$ cat src/hdl/gmr_pkg.sv
// ----------------------------------------------------------------------------
// gmr_pkg
// Shared constants and types of the grid maze reachability block.
// ----------------------------------------------------------------------------
package gmr_pkg;

    localparam int ROWS_DEF = 16;
    localparam int COLS_DEF = 16;

    localparam int S_TDATA_W = 16;
    localparam int M_TDATA_W = 8;

    localparam logic OP_WRITE  = 1'b0;
    localparam logic OP_SEARCH = 1'b1;

    localparam logic [2:0] DIR_DOWN  = 3'd0;
    localparam logic [2:0] DIR_RIGHT = 3'd1;
    localparam logic [2:0] DIR_UP    = 3'd2;
    localparam logic [2:0] DIR_LEFT  = 3'd3;
    localparam logic [2:0] DIR_END   = 3'd4;

    typedef struct packed {
        logic wall_we;
        logic wall_bit;
        logic visit_we;
        logic visit_bit;
    } map_wr_t;

endpackage

$ cat src/hdl/gmr_map_mem.sv
// ----------------------------------------------------------------------------
// gmr_map_mem
// Wall map and visited map, one bit per cell, sharing one write address and
// one read address, with registered read data.
// ----------------------------------------------------------------------------
module gmr_map_mem #(
    parameter int AW = 8
) (
    input  logic              aclk,
    input  gmr_pkg::map_wr_t  wr,
    input  logic [AW-1:0]     wr_addr,
    input  logic [AW-1:0]     rd_addr,
    output logic              wall_q,
    output logic              visit_q
);

    localparam int DEPTH = 1 << AW;

    logic wall_mem  [DEPTH];
    logic visit_mem [DEPTH];

    always_ff @(posedge aclk) begin
        if (wr.wall_we) begin
            wall_mem[wr_addr] <= wr.wall_bit;
        end
        if (wr.visit_we) begin
            visit_mem[wr_addr] <= wr.visit_bit;
        end
        wall_q  <= wall_mem[rd_addr];
        visit_q <= visit_mem[rd_addr];
    end

endmodule

$ cat src/hdl/gmr_stack_mem.sv
// ----------------------------------------------------------------------------
// gmr_stack_mem
// Search stack storage: one write port and one read port with registered
// read data.
// ----------------------------------------------------------------------------
module gmr_stack_mem #(
    parameter int DEPTH = 256,
    parameter int IW    = 8,
    parameter int DW    = 8
) (
    input  logic          aclk,
    input  logic          we,
    input  logic [IW-1:0] waddr,
    input  logic [DW-1:0] wdata,
    input  logic [IW-1:0] raddr,
    output logic [DW-1:0] rdata
);

    logic [DW-1:0] mem [DEPTH];

    always_ff @(posedge aclk) begin
        if (we) begin
            mem[waddr] <= wdata;
        end
        rdata <= mem[raddr];
    end

endmodule

$ cat src/hdl/grid_maze_reachability_top.sv
// ----------------------------------------------------------------------------
// grid_maze_reachability_top
// Depth-first reachability search over a ROWS x COLS wall map.
//
// The input stream carries one word per item. s_tuser selects the item kind:
// 0 writes one wall map cell, 1 starts a search from the given cell. A write
// gives no output word. A search gives one output word whose bit 0 is 1 when
// the bottom-right cell is reachable from the start. Writes or starts outside
// the grid change nothing; such a start reports 0. A search first sweeps the
// visited map, one cell per cycle, then seeds the stack and, for each popped
// cell, does one stack read, one load, and four neighbor probes through the
// map memory read port plus one final check. After reset the block sweeps
// both maps with s_tready low. A finished result waits in the output
// register; the block keeps accepting map writes and a new search while
// m_tready is low, and holds a later result until the earlier word has been
// taken.
// ----------------------------------------------------------------------------
module grid_maze_reachability_top #(
    parameter int ROWS = gmr_pkg::ROWS_DEF,
    parameter int COLS = gmr_pkg::COLS_DEF
) (
    input  logic                          aclk,
    input  logic                          aresetn,
    input  logic                          s_tvalid,
    output logic                          s_tready,
    // Bits from low: row[3:0], col[7:4], wall[8], zero fill.
    input  logic [gmr_pkg::S_TDATA_W-1:0] s_tdata,
    // Bits from low: operation[0].
    input  logic [0:0]                    s_tuser,
    output logic                          m_tvalid,
    input  logic                          m_tready,
    // Bits from low: path_found[0], zero fill.
    output logic [gmr_pkg::M_TDATA_W-1:0] m_tdata
);

    localparam int RW    = $clog2(ROWS);
    localparam int CW    = $clog2(COLS);
    localparam int AW    = RW + CW;
    localparam int CELLS = ROWS * COLS;
    localparam int SIW   = $clog2(CELLS);
    localparam int CNTW  = $clog2(CELLS + 1);

    localparam logic [2:0] ST_INIT  = 3'd0;
    localparam logic [2:0] ST_IDLE  = 3'd1;
    localparam logic [2:0] ST_CLEAR = 3'd2;
    localparam logic [2:0] ST_START = 3'd3;
    localparam logic [2:0] ST_POP   = 3'd4;
    localparam logic [2:0] ST_LOAD  = 3'd5;
    localparam logic [2:0] ST_PROBE = 3'd6;
    localparam logic [2:0] ST_DONE  = 3'd7;

    logic [2:0]      state_reg, state_next;
    logic [AW-1:0]   clr_cnt_reg, clr_cnt_next;
    logic [CNTW-1:0] cnt_reg, cnt_next;
    logic [RW-1:0]   cur_row_reg, cur_row_next;
    logic [CW-1:0]   cur_col_reg, cur_col_next;
    logic [2:0]      dir_reg, dir_next;
    logic            pend_reg, pend_next;
    logic [AW-1:0]   nb_addr_reg, nb_addr_next;
    logic [RW-1:0]   start_row_reg, start_row_next;
    logic [CW-1:0]   start_col_reg, start_col_next;
    logic            found_reg, found_next;
    logic            m_tvalid_reg, m_tvalid_next;
    logic            m_found_reg, m_found_next;

    logic [3:0]      in_row;
    logic [3:0]      in_col;
    logic            in_wall;
    logic            in_inside;
    logic            s_acc;

    gmr_pkg::map_wr_t map_wr;
    logic [AW-1:0]   map_wr_addr;
    logic            wall_q;
    logic            visit_q;

    logic            stk_we;
    logic [SIW-1:0]  stk_waddr;
    logic [AW-1:0]   stk_wdata;
    logic [SIW-1:0]  stk_raddr;
    logic [AW-1:0]   stk_rdata;
    logic [CNTW-1:0] cnt_m1;

    logic            nb_ok;
    logic [RW-1:0]   nb_row;
    logic [CW-1:0]   nb_col;
    logic [AW-1:0]   nb_addr;
    logic [RW-1:0]   pop_row;
    logic [CW-1:0]   pop_col;
    logic            push_ok;

    assign in_row    = s_tdata[3:0];
    assign in_col    = s_tdata[7:4];
    assign in_wall   = s_tdata[8];
    assign in_inside = (int'(in_row) < ROWS) && (int'(in_col) < COLS);
    assign s_tready  = (state_reg == ST_IDLE);
    assign s_acc     = s_tvalid && s_tready;

    assign m_tvalid = m_tvalid_reg;
    assign m_tdata  = {{(gmr_pkg::M_TDATA_W-1){1'b0}}, m_found_reg};

    assign cnt_m1    = cnt_reg - CNTW'(1);
    assign stk_raddr = cnt_m1[SIW-1:0];
    assign pop_row   = stk_rdata[AW-1:CW];
    assign pop_col   = stk_rdata[CW-1:0];
    assign push_ok   = pend_reg && !wall_q && !visit_q && (cnt_reg != CNTW'(CELLS));

    always_comb begin
        nb_ok  = 1'b0;
        nb_row = cur_row_reg;
        nb_col = cur_col_reg;
        unique case (dir_reg)
            gmr_pkg::DIR_DOWN: begin
                nb_ok  = (cur_row_reg != RW'(ROWS - 1));
                nb_row = cur_row_reg + RW'(1);
            end
            gmr_pkg::DIR_RIGHT: begin
                nb_ok  = (cur_col_reg != CW'(COLS - 1));
                nb_col = cur_col_reg + CW'(1);
            end
            gmr_pkg::DIR_UP: begin
                nb_ok  = (cur_row_reg != '0);
                nb_row = cur_row_reg - RW'(1);
            end
            gmr_pkg::DIR_LEFT: begin
                nb_ok  = (cur_col_reg != '0);
                nb_col = cur_col_reg - CW'(1);
            end
            default: begin
                nb_ok = 1'b0;
            end
        endcase
        nb_addr = {nb_row, nb_col};
    end

    always_comb begin
        state_next     = state_reg;
        clr_cnt_next   = clr_cnt_reg;
        cnt_next       = cnt_reg;
        cur_row_next   = cur_row_reg;
        cur_col_next   = cur_col_reg;
        dir_next       = dir_reg;
        pend_next      = pend_reg;
        nb_addr_next   = nb_addr_reg;
        start_row_next = start_row_reg;
        start_col_next = start_col_reg;
        found_next     = found_reg;
        m_tvalid_next  = m_tvalid_reg && !m_tready;
        m_found_next   = m_found_reg;
        map_wr         = '0;
        map_wr_addr    = clr_cnt_reg;
        stk_we         = 1'b0;
        stk_waddr      = cnt_reg[SIW-1:0];
        stk_wdata      = nb_addr_reg;

        unique case (state_reg)
            ST_INIT: begin
                map_wr.wall_we  = 1'b1;
                map_wr.visit_we = 1'b1;
                clr_cnt_next    = clr_cnt_reg + AW'(1);
                if (clr_cnt_reg == '1) begin
                    state_next = ST_IDLE;
                end
            end
            ST_IDLE: begin
                map_wr_addr = {RW'(in_row), CW'(in_col)};
                if (s_acc) begin
                    if (s_tuser[0] == gmr_pkg::OP_WRITE) begin
                        map_wr.wall_we  = in_inside;
                        map_wr.wall_bit = in_wall;
                    end else if (in_inside) begin
                        start_row_next = RW'(in_row);
                        start_col_next = CW'(in_col);
                        state_next     = ST_CLEAR;
                    end else begin
                        found_next = 1'b0;
                        state_next = ST_DONE;
                    end
                end
            end
            ST_CLEAR: begin
                map_wr.visit_we = 1'b1;
                clr_cnt_next    = clr_cnt_reg + AW'(1);
                if (clr_cnt_reg == '1) begin
                    state_next = ST_START;
                end
            end
            ST_START: begin
                map_wr_addr      = {start_row_reg, start_col_reg};
                map_wr.visit_we  = 1'b1;
                map_wr.visit_bit = 1'b1;
                stk_we           = 1'b1;
                stk_waddr        = '0;
                stk_wdata        = {start_row_reg, start_col_reg};
                cnt_next         = CNTW'(1);
                state_next       = ST_POP;
            end
            ST_POP: begin
                if (cnt_reg == '0) begin
                    found_next = 1'b0;
                    state_next = ST_DONE;
                end else begin
                    cnt_next   = cnt_m1;
                    state_next = ST_LOAD;
                end
            end
            ST_LOAD: begin
                cur_row_next = pop_row;
                cur_col_next = pop_col;
                dir_next     = gmr_pkg::DIR_DOWN;
                pend_next    = 1'b0;
                if (pop_row == RW'(ROWS - 1) && pop_col == CW'(COLS - 1)) begin
                    found_next = 1'b1;
                    state_next = ST_DONE;
                end else begin
                    state_next = ST_PROBE;
                end
            end
            ST_PROBE: begin
                map_wr_addr = nb_addr_reg;
                if (push_ok) begin
                    map_wr.visit_we  = 1'b1;
                    map_wr.visit_bit = 1'b1;
                    stk_we           = 1'b1;
                    cnt_next         = cnt_reg + CNTW'(1);
                end
                if (dir_reg == gmr_pkg::DIR_END) begin
                    pend_next  = 1'b0;
                    state_next = ST_POP;
                end else begin
                    pend_next    = nb_ok;
                    nb_addr_next = nb_addr;
                    dir_next     = dir_reg + 3'd1;
                end
            end
            ST_DONE: begin
                if (!m_tvalid_reg || m_tready) begin
                    m_tvalid_next = 1'b1;
                    m_found_next  = found_reg;
                    state_next    = ST_IDLE;
                end
            end
            default: begin
                state_next = ST_IDLE;
            end
        endcase
    end

    always_ff @(posedge aclk) begin
        if (!aresetn) begin
            state_reg    <= ST_INIT;
            clr_cnt_reg  <= '0;
            cnt_reg      <= '0;
            dir_reg      <= gmr_pkg::DIR_DOWN;
            pend_reg     <= 1'b0;
            m_tvalid_reg <= 1'b0;
        end else begin
            state_reg    <= state_next;
            clr_cnt_reg  <= clr_cnt_next;
            cnt_reg      <= cnt_next;
            dir_reg      <= dir_next;
            pend_reg     <= pend_next;
            m_tvalid_reg <= m_tvalid_next;
        end
    end

    always_ff @(posedge aclk) begin
        cur_row_reg   <= cur_row_next;
        cur_col_reg   <= cur_col_next;
        nb_addr_reg   <= nb_addr_next;
        start_row_reg <= start_row_next;
        start_col_reg <= start_col_next;
        found_reg     <= found_next;
        m_found_reg   <= m_found_next;
    end

    gmr_map_mem #(
        .AW(AW)
    ) u_map_mem (
        .aclk    (aclk),
        .wr      (map_wr),
        .wr_addr (map_wr_addr),
        .rd_addr (nb_addr),
        .wall_q  (wall_q),
        .visit_q (visit_q)
    );

    gmr_stack_mem #(
        .DEPTH(CELLS),
        .IW   (SIW),
        .DW   (AW)
    ) u_stack_mem (
        .aclk  (aclk),
        .we    (stk_we),
        .waddr (stk_waddr),
        .wdata (stk_wdata),
        .raddr (stk_raddr),
        .rdata (stk_rdata)
    );

endmodule
$ cat config.mk
export PLATFORM = sky130hd
export DESIGN_NAME = grid_maze_reachability_top
export DESIGN_NICKNAME = d
export VERILOG_FILES = /design/src/hdl/gmr_pkg.sv /design/src/hdl/gmr_map_mem.sv /design/src/hdl/gmr_stack_mem.sv /design/src/hdl/grid_maze_reachability_top.sv
export SDC_FILE = /design/constraint.sdc
export NUM_CORES = 2
export LEC_CHECK = 0
export BUFFER_PORTS_ARGS = -buffer_cell sky130_fd_sc_hd__buf_2
export CAP_MARGIN = 40
export CORE_MARGIN = 5
export CORE_UTILIZATION = 55
export DETAILED_ROUTE_END_ITERATION = 7
export GPL_TIMING_DRIVEN = 1
export HOLD_SLACK_MARGIN = 0.12
export PLACE_DENSITY = 0.68
export RECOVER_POWER = 25
export SYNTH_ARGS = -nofsm -noshare
export SYNTH_HDL_FRONTEND = slang
export SYNTH_SLANG_ARGS = --single-unit
$ cat constraint.sdc
create_clock -name aclk -period 15.37 [get_ports aclk]
set_input_delay 0 -clock aclk [delete_from_list [all_inputs] [get_ports aclk]]
set_output_delay 0 -clock aclk [all_outputs]
set_load 0.05 [all_outputs]
* After elaboration in Yosys (flattened, before gate mapping) *
Memory sizes are Yosys's and may differ from the RTL's. A register that Yosys moved wholly into a read port is not among the register bits.
Cells that the tools add are included.

cells by class
  add/subtract/negate cells = 8
  multipliers = 0
  div/mod/pow operators = 0
  magnitude comparators = 0
  equal/unequal tests = 28
  shift-type cells = 0
  muxes and demuxes = 42
  bitwise operators = 1
  reductions and logical operators = 28

operators with widths
  operator                                          count
  case mux 9 bit (3 select lines)                   1
  case mux 3 bit (8 select lines)                   1
  case mux 8 bit (3 select lines)                   1
  2-to-1 mux 3 bit                                  7
  2-to-1 mux 9 bit                                  2
  inequality test 2 bit, second input constant      9
  2-to-1 mux 8 bit                                  2
  case mux 4 bit (2 select lines)                   2
  == test 3 bit, second input constant              5
  2-to-1 mux 1 bit                                  14
  == test 3 x 2 -> 1 bit, second input constant     4
  case mux 1 bit (2 select lines)                   6
  adder 9 x 1 -> 9 bit, second input constant       1
  zero test 9 bit                                   1
  inequality test 9 bit, second input constant      1
  AND reduction 3 bit                               3
  subtractor 9 x 1 -> 9 bit, second input constant  1
  adder 4 x 1 -> 4 bit, second input constant       2
  adder 8 x 1 -> 8 bit, second input constant       1
  == test 4 bit, second input constant              2
  == test 8 bit, second input constant              1
  2-to-1 mux 2 bit                                  4
  inequality test 4 bit, second input constant      2
  nonzero test 4 bit                                2
  17 further kinds                                  32

storage, ports and cells
  register bits = 51
  bits in latches = 0
  memory bits (writable) = 2560
  bits in read-only memories = 0
  input port bits = 21
  logic and storage cells = 123
  memories = 3

memories
  memory               depth  bits a word  rd ports  clocked after memory_dff  wr ports  line                 text
  u_stack_mem.mem      256    8            1         1                         1         gmr_stack_mem.sv:19  logic [DW-1:0] mem [DEPTH];
  u_map_mem.visit_mem  256    1            1         1                         1         gmr_map_mem.sv:20    logic visit_mem [DEPTH];
  u_map_mem.wall_mem   256    1            1         1                         1         gmr_map_mem.sv:19    logic wall_mem [DEPTH];

* Depth between registers and ports, before layout *
  depth after elaboration = 8
  mapped depth = 17
  depth with buffers taken out = 14

* Cells and area by module *
Synthesis repeated with hierarchy kept, for this count alone.

unflattened totals
  cell total of the unflattened synthesis = 5712
  area, all modules = 105540.0 µm²

modules (own cells, without submodules)
  module                      instances  cells each  area an instance (µm²)  seq. area each (µm²)
  gmr_stack_mem               1          3733        79556.3                 61659.1
  gmr_map_mem                 1          1599        22526.6                 15414.8
  grid_maze_reachability_top  1          380         3457.1                  1281.2

* Worst setup path before layout *
Ideal clock, no wire load.

  kind = register to register
  from = register cnt_reg[0]
  to = memory u_stack_mem.mem[52][0] (enable)
  setup time = 0.376 ns
  arrival time = 7.776 ns
  data required time = 14.994 ns
  slack = 7.218 ns
  stages on the path, launching flop included = 11
  buffers on the path = 4
  period minus slack after synthesis = 8.152 ns
  path through = dfxtp_1 clkbuf_1 buf_2 buf_2 inv_1 ha_1 a41o_1 o21ai_1 clkbuf_1 nand3_1 nor2_1

between the ends
  word-level cells in the longest chain between the ends = 6
  elaborated cells between the ends (all ways) = 7
  those cells by class = eq/ne (1); mux (5); reduce/logical (1)

RTL lines
  what                                    line                               text
  start, declared                         grid_maze_reachability_top.sv:54   logic [CNTW-1:0] cnt_reg, cnt_next;
  start signal, assigned                  grid_maze_reachability_top.sv:260  cnt_reg <= cnt_next;
  inequality test 9 bit                   grid_maze_reachability_top.sv:106  assign push_ok = pend_reg && !wall_q && !visit_q && (cnt_reg != CNTW'(CELLS));
  logical AND 1 bit                       grid_maze_reachability_top.sv:106
  2-to-1 mux 1 bit                        grid_maze_reachability_top.sv:221  if (push_ok) begin
  case mux 1 bit (2 select lines)         grid_maze_reachability_top.sv:156  unique case (state_reg)
  2-to-1 mux 1 bit                        gmr_stack_mem.sv:22                if (we) begin
  2-to-1 mux 1 bit (not written as such)  gmr_stack_mem.sv:23                mem[waddr] <= wdata;
  end, declared                           gmr_stack_mem.sv:19

Several ways; a longest one is shown, not always the timed one.

* Worst setup path in the final report *
  from = register dir_reg[0]
  to = register u_map_mem.visit_q, read port of u_map_mem.visit_mem

between the ends
  word-level cells in the longest chain between the ends = 2
  elaborated cells between the ends (all ways) = 6
  those cells by class = eq/ne (3); mux (2); reduce/logical (1)

RTL lines
  what                                                  line                               text
  start, declared                                       grid_maze_reachability_top.sv:57   logic [2:0] dir_reg, dir_next;
  start signal, assigned                                grid_maze_reachability_top.sv:254  dir_reg <= gmr_pkg::DIR_DOWN;
  start signal, assigned                                grid_maze_reachability_top.sv:261  dir_reg <= dir_next;
  == test 3 x 2 -> 1 bit, or another cell as far along  grid_maze_reachability_top.sv:112  unique case (dir_reg)
  case mux 4 bit (2 select lines)                       grid_maze_reachability_top.sv:112
  end, declared                                         gmr_map_mem.sv:14                  output logic visit_q

Several ways; a longest one is shown, not always the timed one.
A chain may end at the register's enable or synchronous reset.

==> reports/metrics.cfg <==
[status]
status = finished, violations left
violations = max-capacitance violations, max-slew violations

[logic_synthesis]
yosysTopAreaCellShare_pct = 73.93
synthArstFlopShare_pct = 0
yosysTopAreaCell = edfxtp_1
syn_inst = 5305
ys_seq_area_share_pct = 74.59
syn-mean-instance-area_sq_um = 19.80
synth_ff_type = edfxtp_1
synthDistinctLibCells = 63
ys_ff_latch = 2621
syn_area_sq_mm = 0.1050
ys_top_cells_by_area = edfxtp_1 74%, mux4_2 16%, nor2_1 2.9%, mux2i_1 2.4%, dfxtp_1 0.67%
yosys_warnings = 0
synth_edf_count = 2586

[worst_hold_path]
hold_path_class = input pin to flop

[placement]
hpwl_um = 146000
dp_cells = 7678
portBuffers = 16
gp_congestion = 0.8121

[timing]
fin_skew_ns = 0.06012
slew_violations = 1460
rsz0062_at_grt = no
relSlewSlack_pct = -388.1
period_share_pct = 66.82
period_minus_slack_ns = 10.27
setup_violations = 0
setup_tns_ns = 0
clock.fmax_mhz = 97.37
hold_ws_ns = 0.3448
finalHoldViolCount = 0
worst_pin_slew_ns = 7.322

[cells_and_area]
regMostFlops = u_stack_mem.mem
final_nets = 5512
largest_reg_flops = 2048
final_util_pct = 62.04
largestRegisters = u_stack_mem.mem: 2048 flops, u_map_mem.visit_mem: 256 flops, u_map_mem.wall_mem: 256 flops
syn_to_final_growth_pct = 12.20
fin_cells = 8183
drive_above_1_share_pct = 22.65

[setup_path]
end_kind = flop
crit_required_ns = 16.17
critPathMaxFanout = 104
arrival_ns = 11.07
critPathKind = flop to flop
startpoint_type = flop

[clocking]
path_clk_slew_ns = 0.06
cts_setup_buffers = 0
h-tree-depth = 5
numCtsBuffers = 281
clkLatencyLatePin_ns = 0.93
cts_buffer_depth = 4
cts_tree = done
numClockSinks = 2621
root_buffer = clkbuf_16

[floorplanning]
dieArea_sq_mm = 0.1998
core_area_sq_mm = 0.1900
die_h_um = 447.0
die_w_um = 447.0
initial_core_util_pct = 55.29
io-pin-count = 31
row_count = 160

[drt]
drc = 0
drt-initial-drc-count = 5964
drt_wl_total_um = 239700
dr.pass1.iters = 8
drtAntennaViolNets = 0
via_per_inst = 6.299
wl_per_cell_um = 29.30
via_count = 51542

[power_and_ir_drop]
ir_drop_uv = 108.7
power_mw = 14.14
p_per_area_mw_per_mm2 = 120.0
p_leak_nw = 36.67

[global_routing]
grt_max_degree = 129
grt_pass1_vias = 51716
grt_use_total_pct = 24.13
antenna_found_initial = 10
grt_pass1_wl_um = 351400
grt_overflow_total = 0

[run]
drv_cap = 27

==> layout by cell type (no fill, tap or decap), drive strengths merged, types with 6 or more instances in the layout <==
master and count:
conb 7, a21oi 50, and3 7, a22oi 13, nand4 15, nor2b 18, clkbuf 400, xor2 8
ha 12, mux2i 250, inv 23, clkinv 95, nand2b 11, mux4 738, nor2 823, buf 158
xnor2 12, edfxtp 2586, dlygate4sd3 26, nor3 17, clkinvlp 6, o21ai 28, nand3 44, nor4 6
bufinv 17, nand2 184, o211ai 9, dfxtp 35
==> critical path: stages (launching register included) <==
cell	delay, ns
dfxtp_1	0.52
nor2b_4	0.31
xnor2_4	0.13
buf_4	0.54
clkbuf_1	5.10
inv_1	1.46
buf_4	0.68
nand2_1	0.12
a22oi_1	0.08
a211o_1	0.36
a311o_1	0.33
o32ai_1	0.31
nor2_1	0.08
==> cell usage after synthesis, types with 4 or more instances <==
cell type / number
a31oi_1: 5
mux2_2: 4
clkbuf_1: 183
nand2_1: 184
a21oi_1: 50
o21ai_0: 26
buf_2: 88
and3_1: 7
a211oi_1: 5
nand4_1: 15
nand2b_1: 11
mux4_2: 738
ha_1: 12
a311oi_1: 4
mux2i_1: 250
nor3_1: 17
dfxtp_1: 35
xnor2_1: 9
buf_1: 52
o211ai_1: 9
xor2_1: 8
inv_1: 13
a21o_1: 4
nor2_1: 823
edfxtp_1: 2586
nor4_1: 6
a22oi_1: 13
nand3_1: 44
nor2b_1: 17
buf_4: 26
or3_1: 5
==> where the power goes <==
| part | leakage [nW] | internal (mW) | total (mW) | switching, mW |
|---|---|---|---|---|
| combinational | 7.71 | 0.0210 | 0.0727 | 0.0517 |
| sequential | 24.8 | 7.73 | 7.73 | 0.00157 |
| clock | 4.14 | 3.70 | 6.34 | 2.64 |
==> routing by layer <==
metal,vias up,part of all wire [%],global-route usage [%]
met5,-,0.023,0
met4,8,3.0,7.011
met3,396,8.4,4.818
met2,2248,49,39.13
met1,27192,39,33.92
li1,21698,-,-
==> worst paths after layout <==
kind	startpoint	to	cells after the start	slack, ns
setup / recovery	dir_reg[0]$_SDFFE_PN0P_	u_map_mem.visit_q$_DFF_P_	12	5.10
setup reg to reg	dir_reg[0]$_SDFFE_PN0P_	u_map_mem.visit_q$_DFF_P_	12	5.10
hold / removal	aresetn	cnt_reg[3]$_SDFFE_PN0P_	4	0.34
hold reg to reg	u_stack_mem.rdata[0]$_DFF_P_	cur_col_reg[0]$_DFFE_PP_	0	0.46
==> cell families after synthesis <==
group           Yosys count  synth area share [%]
buf+inv                 368                 1.527
fa+ha+maj                13                0.1620
mux                     992                 18.25
compound gates          146                0.9005
xor+xnor                 20                0.1989
simple gates           1144                 4.366
other cells               1              0.003570
flops                  2621                 74.59
==> area by class of cell <==
| type | instances | area (sq um) |
|---|---|---|
| diodes | 4 | 10.01 |
| clock buffers | 349 | 7423 |
| clock inverters | 124 | 1049 |
| fillers | 12951 | 72130 |
| inverters | 17 | 63.81 |
| multi-input cells | 2322 | 25230 |
| flip-flops and latches | 2621 | 78360 |
| well taps | 2511 | 3142 |
| repair buffers | 235 | 2579 |
==> per-stage QoR <==
stage	instance area, sq um	worst slack [ns]
after detailed placement	109500	9.217
final	117900	5.100
after global routing	117800	4.739
after floorplan	105100	7.218
after global placement	107600	8.140
after CTS	118200	9.169
==> what timing repair did <==
item	4_1_cts	5_1_grt
endpoints found under the setup margin	0	0
hold buffers	26	0
hold endpoints to repair	123	0
resized for setup	0	0
Note: power is estimated with default switching activity, not from simulation.
